**config.mk**
```make
export PLATFORM = sky130hd
export DESIGN_NAME = sensor_word_crc_frame_checker_top
export DESIGN_NICKNAME = d
export VERILOG_FILES = /design/src/rtl/swcrc_pkg.sv /design/src/rtl/swcrc_in_stage.sv /design/src/rtl/swcrc_frame.sv /design/src/rtl/sensor_word_crc_frame_checker_top.sv
export VERILOG_INCLUDE_DIRS = /design/src /design/src/rtl
export SDC_FILE = /design/constraint.sdc
export NUM_CORES = 1
export LEC_CHECK = 0
export BUFFER_PORTS_ARGS = -buffer_cell sky130_fd_sc_hd__buf_2
export CORE_UTILIZATION = 30
export DETAILED_ROUTE_END_ITERATION = 10
export PLACE_DENSITY = 0.49
export SETUP_SLACK_MARGIN = 0.02
export SLEW_MARGIN = 25
export SYNTH_ARGS = -nofsm -noshare
export SYNTH_HDL_FRONTEND = slang
export SYNTH_SLANG_ARGS = --single-unit
```
**constraint.sdc**
```tcl
create_clock -name clk -period 5.5 [get_ports clk]
set_clock_uncertainty 0.15 [all_clocks]
set_input_delay 0 -clock clk [delete_from_list [all_inputs] [get_ports clk]]
set_output_delay 0 -clock clk [all_outputs]
set_load 0.01 [all_outputs]
```
**src/rtl/assert_macros.svh**
```systemverilog
// Assertion macros for the RTL file that carries concurrent checks.
`ifndef ASSERT_MACROS_SVH
`define ASSERT_MACROS_SVH

// Same-cycle implication, disabled while reset is asserted.
`define ASSERT_SAME(label, clk, rst_n, ante, cons) \
    label: assert property (@(posedge clk) disable iff (!rst_n) (ante) |-> (cons)) \
        else $error("same-cycle check failed");

// Next-cycle implication, disabled while reset is asserted.
`define ASSERT_NEXT(label, clk, rst_n, ante, cons) \
    label: assert property (@(posedge clk) disable iff (!rst_n) (ante) |=> (cons)) \
        else $error("next-cycle check failed");

`endif

```
**src/rtl/swcrc_pkg.sv**
```systemverilog
// Package: word types, CRC-8 constants and the byte-wise CRC update.
package swcrc_pkg;

    localparam logic [7:0] CRC_POLY   = 8'h31;
    localparam logic [7:0] CRC_INIT   = 8'hFF;
    localparam logic [7:0] CRC_TOPBIT = 8'h80;

    localparam logic [1:0] STATUS_OK        = 2'd0;
    localparam logic [1:0] STATUS_WORD1_BAD = 2'd1;
    localparam logic [1:0] STATUS_WORD2_BAD = 2'd2;
    localparam logic [1:0] STATUS_UNUSED    = 2'd3;

    typedef struct packed {
        logic [7:0] rx_byte;
        logic       frame_start;
    } in_word_t;

    typedef struct packed {
        logic [1:0]  status;
        logic [15:0] co2_value;
        logic [15:0] tvoc_value;
    } out_word_t;

    // Advance the CRC by one byte, MSB first.
    function automatic logic [7:0] crc_byte(input logic [7:0] crc, input logic [7:0] data);
        logic [7:0] r;
        r = crc ^ data;
        for (int k = 0; k < 8; k++) begin
            if ((r & CRC_TOPBIT) != 8'h00)
            begin
                r = {r[6:0], 1'b0} ^ CRC_POLY;
            end
            else
            begin
                r = {r[6:0], 1'b0};
            end
        end
        return r;
    endfunction

endpackage

```
**src/rtl/swcrc_in_stage.sv**
```systemverilog
// Input register stage: capture one byte word per handshake.
module swcrc_in_stage (
    input  logic                clk,
    input  logic                rst_n,
    input  logic                byte_valid,
    output logic                byte_stall,
    input  swcrc_pkg::in_word_t byte_data,
    input  logic                take,
    output logic                stage_valid,
    output swcrc_pkg::in_word_t stage_word
);

    logic                valid_reg;
    logic                valid_next;
    swcrc_pkg::in_word_t word_reg;
    logic                accept;

    assign byte_stall = valid_reg && !take;
    assign accept     = byte_valid && !byte_stall;

    always_comb
    begin
        valid_next = valid_reg;
        if (accept)
        begin
            valid_next = 1'b1;
        end
        else if (take)
        begin
            valid_next = 1'b0;
        end
    end

    always_ff @(posedge clk or negedge rst_n)
    begin
        if (!rst_n)
        begin
            valid_reg <= 1'b0;
        end
        else
        begin
            valid_reg <= valid_next;
        end
    end

    always_ff @(posedge clk)
    begin
        if (accept)
        begin
            word_reg <= byte_data;
        end
    end

    assign stage_valid = valid_reg;
    assign stage_word  = word_reg;

endmodule

```
**src/rtl/swcrc_frame.sv**
```systemverilog
// Frame stage: byte position, CRC check, reading latches and result register.
module swcrc_frame (
    input  logic                 clk,
    input  logic                 rst_n,
    input  logic                 stage_valid,
    input  swcrc_pkg::in_word_t  stage_word,
    output logic                 take,
    output logic                 result_valid,
    input  logic                 result_stall,
    output swcrc_pkg::out_word_t result_data
);

    localparam logic [2:0] POS_W1_HI  = 3'd0;
    localparam logic [2:0] POS_W1_LO  = 3'd1;
    localparam logic [2:0] POS_W1_CRC = 3'd2;
    localparam logic [2:0] POS_W2_HI  = 3'd3;
    localparam logic [2:0] POS_W2_LO  = 3'd4;
    localparam logic [2:0] POS_W2_CRC = 3'd5;

    logic [2:0]  pos_reg,   pos_next;
    logic [7:0]  crc_reg,   crc_next;
    logic [15:0] pend1_reg, pend1_next;
    logic [15:0] pend2_reg, pend2_next;
    logic        fail_reg,  fail_next;
    logic [15:0] co2_reg,   co2_next;
    logic [15:0] tvoc_reg,  tvoc_next;
    logic        out_valid_reg, out_valid_next;
    swcrc_pkg::out_word_t out_word_reg;
    swcrc_pkg::out_word_t out_word_next;

    logic [2:0] pos_eff;
    logic [7:0] crc_base;
    logic [7:0] crc_upd;
    logic [7:0] b;
    logic       emit;

    assign b        = stage_word.rx_byte;
    assign pos_eff  = (stage_word.frame_start || pos_reg > POS_W2_CRC) ? POS_W1_HI : pos_reg;
    assign crc_base = (pos_eff == POS_W1_HI) ? swcrc_pkg::CRC_INIT : crc_reg;
    assign crc_upd  = swcrc_pkg::crc_byte(crc_base, b);
    assign emit     = (pos_eff == POS_W2_CRC);
    assign take     = stage_valid && (!emit || !out_valid_reg || !result_stall);

    always_comb
    begin
        crc_next      = crc_upd;
        pend1_next    = pend1_reg;
        pend2_next    = pend2_reg;
        fail_next     = fail_reg;
        co2_next      = co2_reg;
        tvoc_next     = tvoc_reg;
        out_word_next = out_word_reg;
        unique case (pos_eff)
            POS_W1_HI:  pend1_next = {b, 8'h00};
            POS_W1_LO:  pend1_next = {pend1_reg[15:8], b};
            POS_W1_CRC:
            begin
                fail_next = (crc_base != b);
                crc_next  = swcrc_pkg::CRC_INIT;
            end
            POS_W2_HI:  pend2_next = {b, 8'h00};
            POS_W2_LO:  pend2_next = {pend2_reg[15:8], b};
            default:
            begin
                crc_next = swcrc_pkg::CRC_INIT;
                priority if (fail_reg)
                begin
                    out_word_next.status = swcrc_pkg::STATUS_WORD1_BAD;
                end
                else if (crc_base != b)
                begin
                    out_word_next.status = swcrc_pkg::STATUS_WORD2_BAD;
                end
                else
                begin
                    out_word_next.status = swcrc_pkg::STATUS_OK;
                    co2_next  = pend1_reg;
                    tvoc_next = pend2_reg;
                end
                out_word_next.co2_value  = co2_next;
                out_word_next.tvoc_value = tvoc_next;
            end
        endcase
        pos_next = (pos_eff == POS_W2_CRC) ? POS_W1_HI : pos_eff + 3'd1;
    end

    always_comb
    begin
        out_valid_next = out_valid_reg;
        if (take && emit)
        begin
            out_valid_next = 1'b1;
        end
        else if (!result_stall)
        begin
            out_valid_next = 1'b0;
        end
    end

    always_ff @(posedge clk or negedge rst_n)
    begin
        if (!rst_n)
        begin
            pos_reg       <= POS_W1_HI;
            crc_reg       <= swcrc_pkg::CRC_INIT;
            fail_reg      <= 1'b0;
            co2_reg       <= 16'h0000;
            tvoc_reg      <= 16'h0000;
            out_valid_reg <= 1'b0;
        end
        else
        begin
            out_valid_reg <= out_valid_next;
            if (take)
            begin
                pos_reg  <= pos_next;
                crc_reg  <= crc_next;
                fail_reg <= fail_next;
                co2_reg  <= co2_next;
                tvoc_reg <= tvoc_next;
            end
        end
    end

    // Pending words and the result payload carry no reset.
    always_ff @(posedge clk)
    begin
        if (take)
        begin
            pend1_reg <= pend1_next;
            pend2_reg <= pend2_next;
        end
        if (take && emit)
        begin
            out_word_reg <= out_word_next;
        end
    end

    assign result_valid = out_valid_reg;
    assign result_data  = out_word_reg;

endmodule

```
**src/rtl/sensor_word_crc_frame_checker_top.sv**
```systemverilog
// A byte passes the input stage register, then the result register, before its result shows.
// Throughput: one byte word per cycle while no result word stalls (combinational CRC-8 update).
// One result word per six-byte frame, on its last byte; other bytes emit nothing.
// Reset (rst_n low, asynchronous): position 0, CRC 0xFF, readings 0, no words held.
// Pending words and result payload are not reset.
`include "assert_macros.svh"

module sensor_word_crc_frame_checker_top (
    input  logic                 clk,
    input  logic                 rst_n,
    // Byte channel.
    input  logic                 byte_valid,
    output logic                 byte_stall,
    input  swcrc_pkg::in_word_t  byte_data,
    // Result channel.
    output logic                 result_valid,
    input  logic                 result_stall,
    output swcrc_pkg::out_word_t result_data
);

    logic                stage_valid;
    swcrc_pkg::in_word_t stage_word;
    logic                take;

    // Hold the accepted byte; release it once the frame stage takes it.
    swcrc_in_stage u_in_stage (
        .clk         (clk),
        .rst_n       (rst_n),
        .byte_valid  (byte_valid),
        .byte_stall  (byte_stall),
        .byte_data   (byte_data),
        .take        (take),
        .stage_valid (stage_valid),
        .stage_word  (stage_word)
    );

    // Advance the frame position, check each word's CRC and drive the result register.
    // A byte that emits nothing always advances; the last byte waits only
    // while a previous result word is still stalled.
    swcrc_frame u_frame (
        .clk          (clk),
        .rst_n        (rst_n),
        .stage_valid  (stage_valid),
        .stage_word   (stage_word),
        .take         (take),
        .result_valid (result_valid),
        .result_stall (result_stall),
        .result_data  (result_data)
    );

    // Back-pressure on the byte side only arises from a stalled result word.
    `ASSERT_SAME(a_stall_from_result, clk, rst_n, byte_stall, result_valid && result_stall)
    // A stall always has a byte held in the input stage.
    `ASSERT_SAME(a_stall_has_item, clk, rst_n, byte_stall, stage_valid)
    // Status never carries the unused code.
    `ASSERT_SAME(a_status_code, clk, rst_n, result_valid, result_data.status != swcrc_pkg::STATUS_UNUSED)
    // A held byte that is not taken stays in the stage.
    `ASSERT_NEXT(a_hold_item, clk, rst_n, stage_valid && !take, stage_valid)

endmodule

```
Word-level counts from Yosys, hierarchy flattened
Index checks and enable logic that the tools add are counted.

word-level totals
  output and inout bits = 36
  logic and storage cells = 85
  bits of input ports = 13
  register bits = 121

operators by class
  $add $sub $neg = 1
  equality and inequality tests = 7
  muxes and demuxes = 23
  bitwise gates (word level) = 12
  reductions and logical operators = 25
  order comparisons = 1

operators by type and width
  operator                                               count
  two-way mux 16 bit                                     4
  case mux 16 bit (2 select lines)                       2
  two-way mux 6 bit                                      8
  inverter 3 bit                                         8
  two-way mux 8 bit                                      2
  AND reduction 2 bit                                    5
  inequality test 8 bit                                  1
  XOR 8 bit                                              1
  equality test 3 x 2 -> 1 bit (second input constant)   2
  equality test 3 bit (second input constant)            2
  two-way mux 3 bit                                      2
  AND reduction 3 bit                                    2
  nonzero test 2 bit                                     3
  zero test 1 bit                                        5
  OR reduction 5 bit                                     1
  logical AND 1 bit                                      4
  two-way mux 1 bit                                      4
  OR reduction 4 bit                                     1
  adder 3 x 1 -> 3 bit (second input constant)           1
  equality test 3 x 1 -> 1 bit (second input constant)   1
  greater-than comparator 3 bit (second input constant)  1
  zero test 3 bit                                        1
  logical OR 1 bit                                       3
  inverter 1 bit                                         3
  2 further kinds                                        2

Longest topological paths before layout
  depth in word-level cells = 23
  depth in mapped cells = 10
  gate-level depth less buffers = 6

Hierarchy
From an unflattened synthesis, not the netlist that was laid out.

unflattened totals
  cell total of the unflattened synthesis = 329
  area total of the unflattened synthesis = 5099.9 um2

modules (own cells, without submodules)
  module          area each (um2)  sequential area each (um2)  cells an instance  instances
  swcrc_frame     4772.1           3118.0                      315                1
  swcrc_in_stage  327.8            295.3                       14                 1

Worst setup path before layout
Ideal clock, no wire load.

  path kind = register to register
  from = register u_frame.pos_reg[1]
  to = register u_frame.out_word_reg (netlist bit u_frame.result_data[16]), data pin
  period minus slack after synthesis = 3.019 ns
  library setup time = 0.260 ns
  stages on the path, launching flop included = 11
  arrival = 2.609 ns
  path slack = 2.481 ns
  required time = 5.090 ns
  buffers on the path = 4
  path through = dfrtp_1 > buf_2 > a21o_1 > buf_4 > buf_4 > nor4_1 > o22ai_1 > or4_4 > nor2_2 > buf_2 > mux2_2

on the way
  longest elaborated chain between the ends = 8

RTL lines
  element                        line                RTL
  from (decl)                    swcrc_frame.sv:20   logic [2:0] pos_reg, pos_next;
  from (signal assigned)         swcrc_frame.sv:116  pos_reg <= pos_next;
  greater-than comparator 3 bit  swcrc_frame.sv:38   assign pos_eff = (stage_word.frame_start || pos_reg > POS_W2_CRC) ? POS_W1_HI : pos_reg;
  logical OR 1 bit               swcrc_frame.sv:38
  two-way mux 3 bit (*)          swcrc_frame.sv:38
  zero test 3 bit (*)            swcrc_frame.sv:39   assign crc_base = (pos_eff == POS_W1_HI) ? swcrc_pkg::CRC_INIT : crc_reg;
  two-way mux 8 bit (*)          swcrc_frame.sv:39
  inequality test 8 bit (*)      swcrc_frame.sv:70   else if (crc_base != b)
  two-way mux 16 bit (*)         swcrc_frame.sv:70
  two-way mux 16 bit (*)         swcrc_frame.sv:66   priority if (fail_reg)
  to (signal assigned)           swcrc_frame.sv:135  out_word_reg <= out_word_next;
  to (decl)                      swcrc_frame.sv:28   swcrc_pkg::out_word_t out_word_reg;

Mark *: on every way between the ends. The rest lies on a longest branch, timed or not.
A chain may end at the register's enable or synchronous reset.

Final worst setup path
  from = register u_frame.pos_reg[2]
  to = register u_frame.out_word_reg (netlist bit u_frame.result_data[9]), data pin

Same word-level chain as after synthesis.

==> impl_metrics.ini <==
[sta]
relSlewSlack_pct = 34.9
fmax_mhz = 304
timing_hold_violations_final = 0
finalSetupViolations = 0
rsz0062_at_grt = false
worst-slew-pin-transition_ns = 0.972
min_period_ns = 3.29
period_share_pct = 59.8
slew_violations = 0
tns_ns = 0

[power]
leakagePower_nw = 2.61
vdd_drop_max_v = 0.000210
powerDensity_nw_per_um2 = 388

[run_status]
outcome = finished clean

[synthesis]
synth_edf_count = 75
avgSynthCellArea_um2 = 15.6
syn_area_um2 = 5100
ys_warn_count = 0
synth-seq-cells = 121
synthArstFlopShare_pct = 38.0
synth.distinct_cells = 39
ys_seq_area_share_pct = 67.0
synthFlopType = edfxtp_1
synth_nets = 340
synth_cells = 326

[routing]
drt_pass1_iterations = 4
drtIter0Drc = 147
drc = 0
via_per_inst = 4.53
ant_nets = 0
vias = 2852
avgRoutedWirePerCell_um = 15.7
wl_mm = 9.91

[clock_tree]
post_cts_resized = 0
numCtsBuffers = 17
cts_num_sinks = 121
post-cts-setup-buffer-count = 0
path_clk_slew_ns = 0.05
htreeDepth = 4
cts_tree = built
cts_root_buf = clkbuf_16
cts_hold_buf = 13
clockBufferDepth = 2
clk_latency_ns = 0.41

[global_routing]
grt_max_degree = 47
grt_usage_pct = 12.2
antenna_found_initial = 0
grt_pass1_vias = 2932
grt-ovfl-total = 0
grt_pass1_wl_mm = 15.8

[placement]
io_buffer_count = 48
dpl.hpwl_mm = 6.17
place.gp.congestion = 0.806
place_inst = 585

[worst_setup_path]
cp-end-kind = flop
endpoint = u_frame.result_data[9]$_DFFE_PP_
reg2reg_slack_ns = 2.21
cp.arrival_ns = 3.30
cp-startpoint = u_frame.pos_reg[2]$_DFFE_PN0P_
critical_path.max_fanout = 32
cp.required_ns = 5.51
cp-start-kind = flop
reg2reg_to = u_frame.result_data[9]$_DFFE_PP_
reg2reg_depth = 7
r2r-start = u_frame.pos_reg[2]$_DFFE_PN0P_
crit_type = reg2reg

[die]
core-area_um2 = 16600
io_pins = 49
rows = 47
dieArea_um2 = 17500
die_y_um = 132
initial_utilization_pct = 30.7
fp.dieW_um = 132

[final_layout]
largest_reg_flops = 34
fin_nets = 411
antenna_cells = 0
drive_above_1_share_pct = 29.6
layout.cells.non_filler = 629
areaGrowthSynthToFinish_pct = 22.1

[job]
cap_violations = 0

[min_path]
hp-class = in2async
worst min-delay path by stage:
| stage | startpoint | to | cells after the start |
|---|---|---|---|
| global placement | byte_data[7] | u_in_stage.stage_word[7]$_DFFE_PP_ | 1 |
| CTS | rst_n | u_frame.tvoc_reg[3]$_DFFE_PN0P_ | 2 |
| floorplan | rst_n | u_frame.co2_reg[0]$_DFFE_PN0P_ | 0 |
| detailed placement | rst_n | u_frame.tvoc_reg[2]$_DFFE_PN0P_ | 1 |
| finish | rst_n | u_frame.tvoc_reg[5]$_DFFE_PN0P_ | 2 |
| global route | rst_n | u_frame.tvoc_reg[3]$_DFFE_PN0P_ | 2 |
cell usage after synthesis, drive strengths merged (2+ instances only):
cell type   n  area, µm²
dfrtp      38        951
dfstp       8        210
nor2       15       58.8
and2       17        106
a21oi       2       10.0
o21ai       3       15.0
clkbuf      4       15.0
nor4        8       50.1
xor2        2       17.5
o22a        8       70.1
o31a        8       70.1
nand2       5       18.8
inv         4       15.0
xnor2      11       96.3
o22ai       4       25.0
and3        2       12.5
xnor3       2       45.0
nor2b      17        106
edfxtp     75       2250
nor3        4       42.5
buf        10       62.6
nand2b      2       12.5
mux2       66        743
report_power, final:
part	switching [mW]	total [mW]	internal, mW
sequential	0.0718	1.14	1.07
clock	0.360	0.988	0.628
combinational	0.140	0.285	0.145
total	0.572	2.42	1.85
cells by family (layout without fill, tap and decap cells):
| family | after synthesis | in the layout | share of synthesized area, % |
|---|---|---|---|
| and+or+nand+nor | 76 | 76 | 8.93 |
| xor gates and xnor gates | 15 | 15 | 3.12 |
| muxes | 66 | 66 | 14.6 |
| DFF | 121 | 121 | 67.0 |
| adders and majority gates | 1 | 1 | 0.245 |
| buffers and inverters | 18 | 101 | 1.82 |
| AOI/OAI and AO/OA | 29 | 29 | 4.34 |
final cells by class:
cell class              instances  area (µm²)
repair buffers                 66         410
well taps                     220         275
multi-input cells             187        1590
clock inverters                 4        47.5
inverters                       4        15.0
clock buffers                  27         473
flip-flops and latches        121        3410
fillers                      1595       10400
through the flow:
stage	worst slack [ns]	hold slack [ns]	power [mW]	area [µm²]	utilization (%)
global placement	2.25	0.0287	1.44	5570	33.6
finish	2.21	0.0156	2.42	6230	37.5
CTS	2.19	0.0315	2.45	6230	37.5
detailed placement	2.20	-0.0813	1.44	5580	33.6
floorplan	2.48	-0.446	1.36	5100	-
global route	2.03	0.0694	2.53	6230	37.5
layout by cell type (no fill, tap or decap), types with 9 or more instances in the layout:
master / count
mux2_2: 33
xnor2_1: 11
nor2b_1: 17
nor2_1: 14
dfrtp_1: 38
and2_1: 17
mux2_1: 33
dlygate4sd3_1: 13
edfxtp_1: 75
clkbuf_16: 17
clkbuf_1: 9
buf_2: 47
layer usage:
layer  GRT usage, %  routed length, µm  vias to the layer above  share of wire, %
met5              0                  0                        -                 0
met1           15.1               4520                     1410                46
met4           6.13                262                        0               2.6
li1               -                  -                     1358                 -
met3           4.15                416                       18               4.2
met2           19.1               4710                       66                48
critical path, cell delays in order, from the launching register on:
cell     delay, ns
dfrtp_1       0.47
nor3_4        0.59
o31a_1        0.24
o22ai_1       0.09
or4_4         0.59
nor2_2        0.09
buf_4         0.42
mux2_2        0.39
Note: power is estimated with default switching activity, not from simulation.
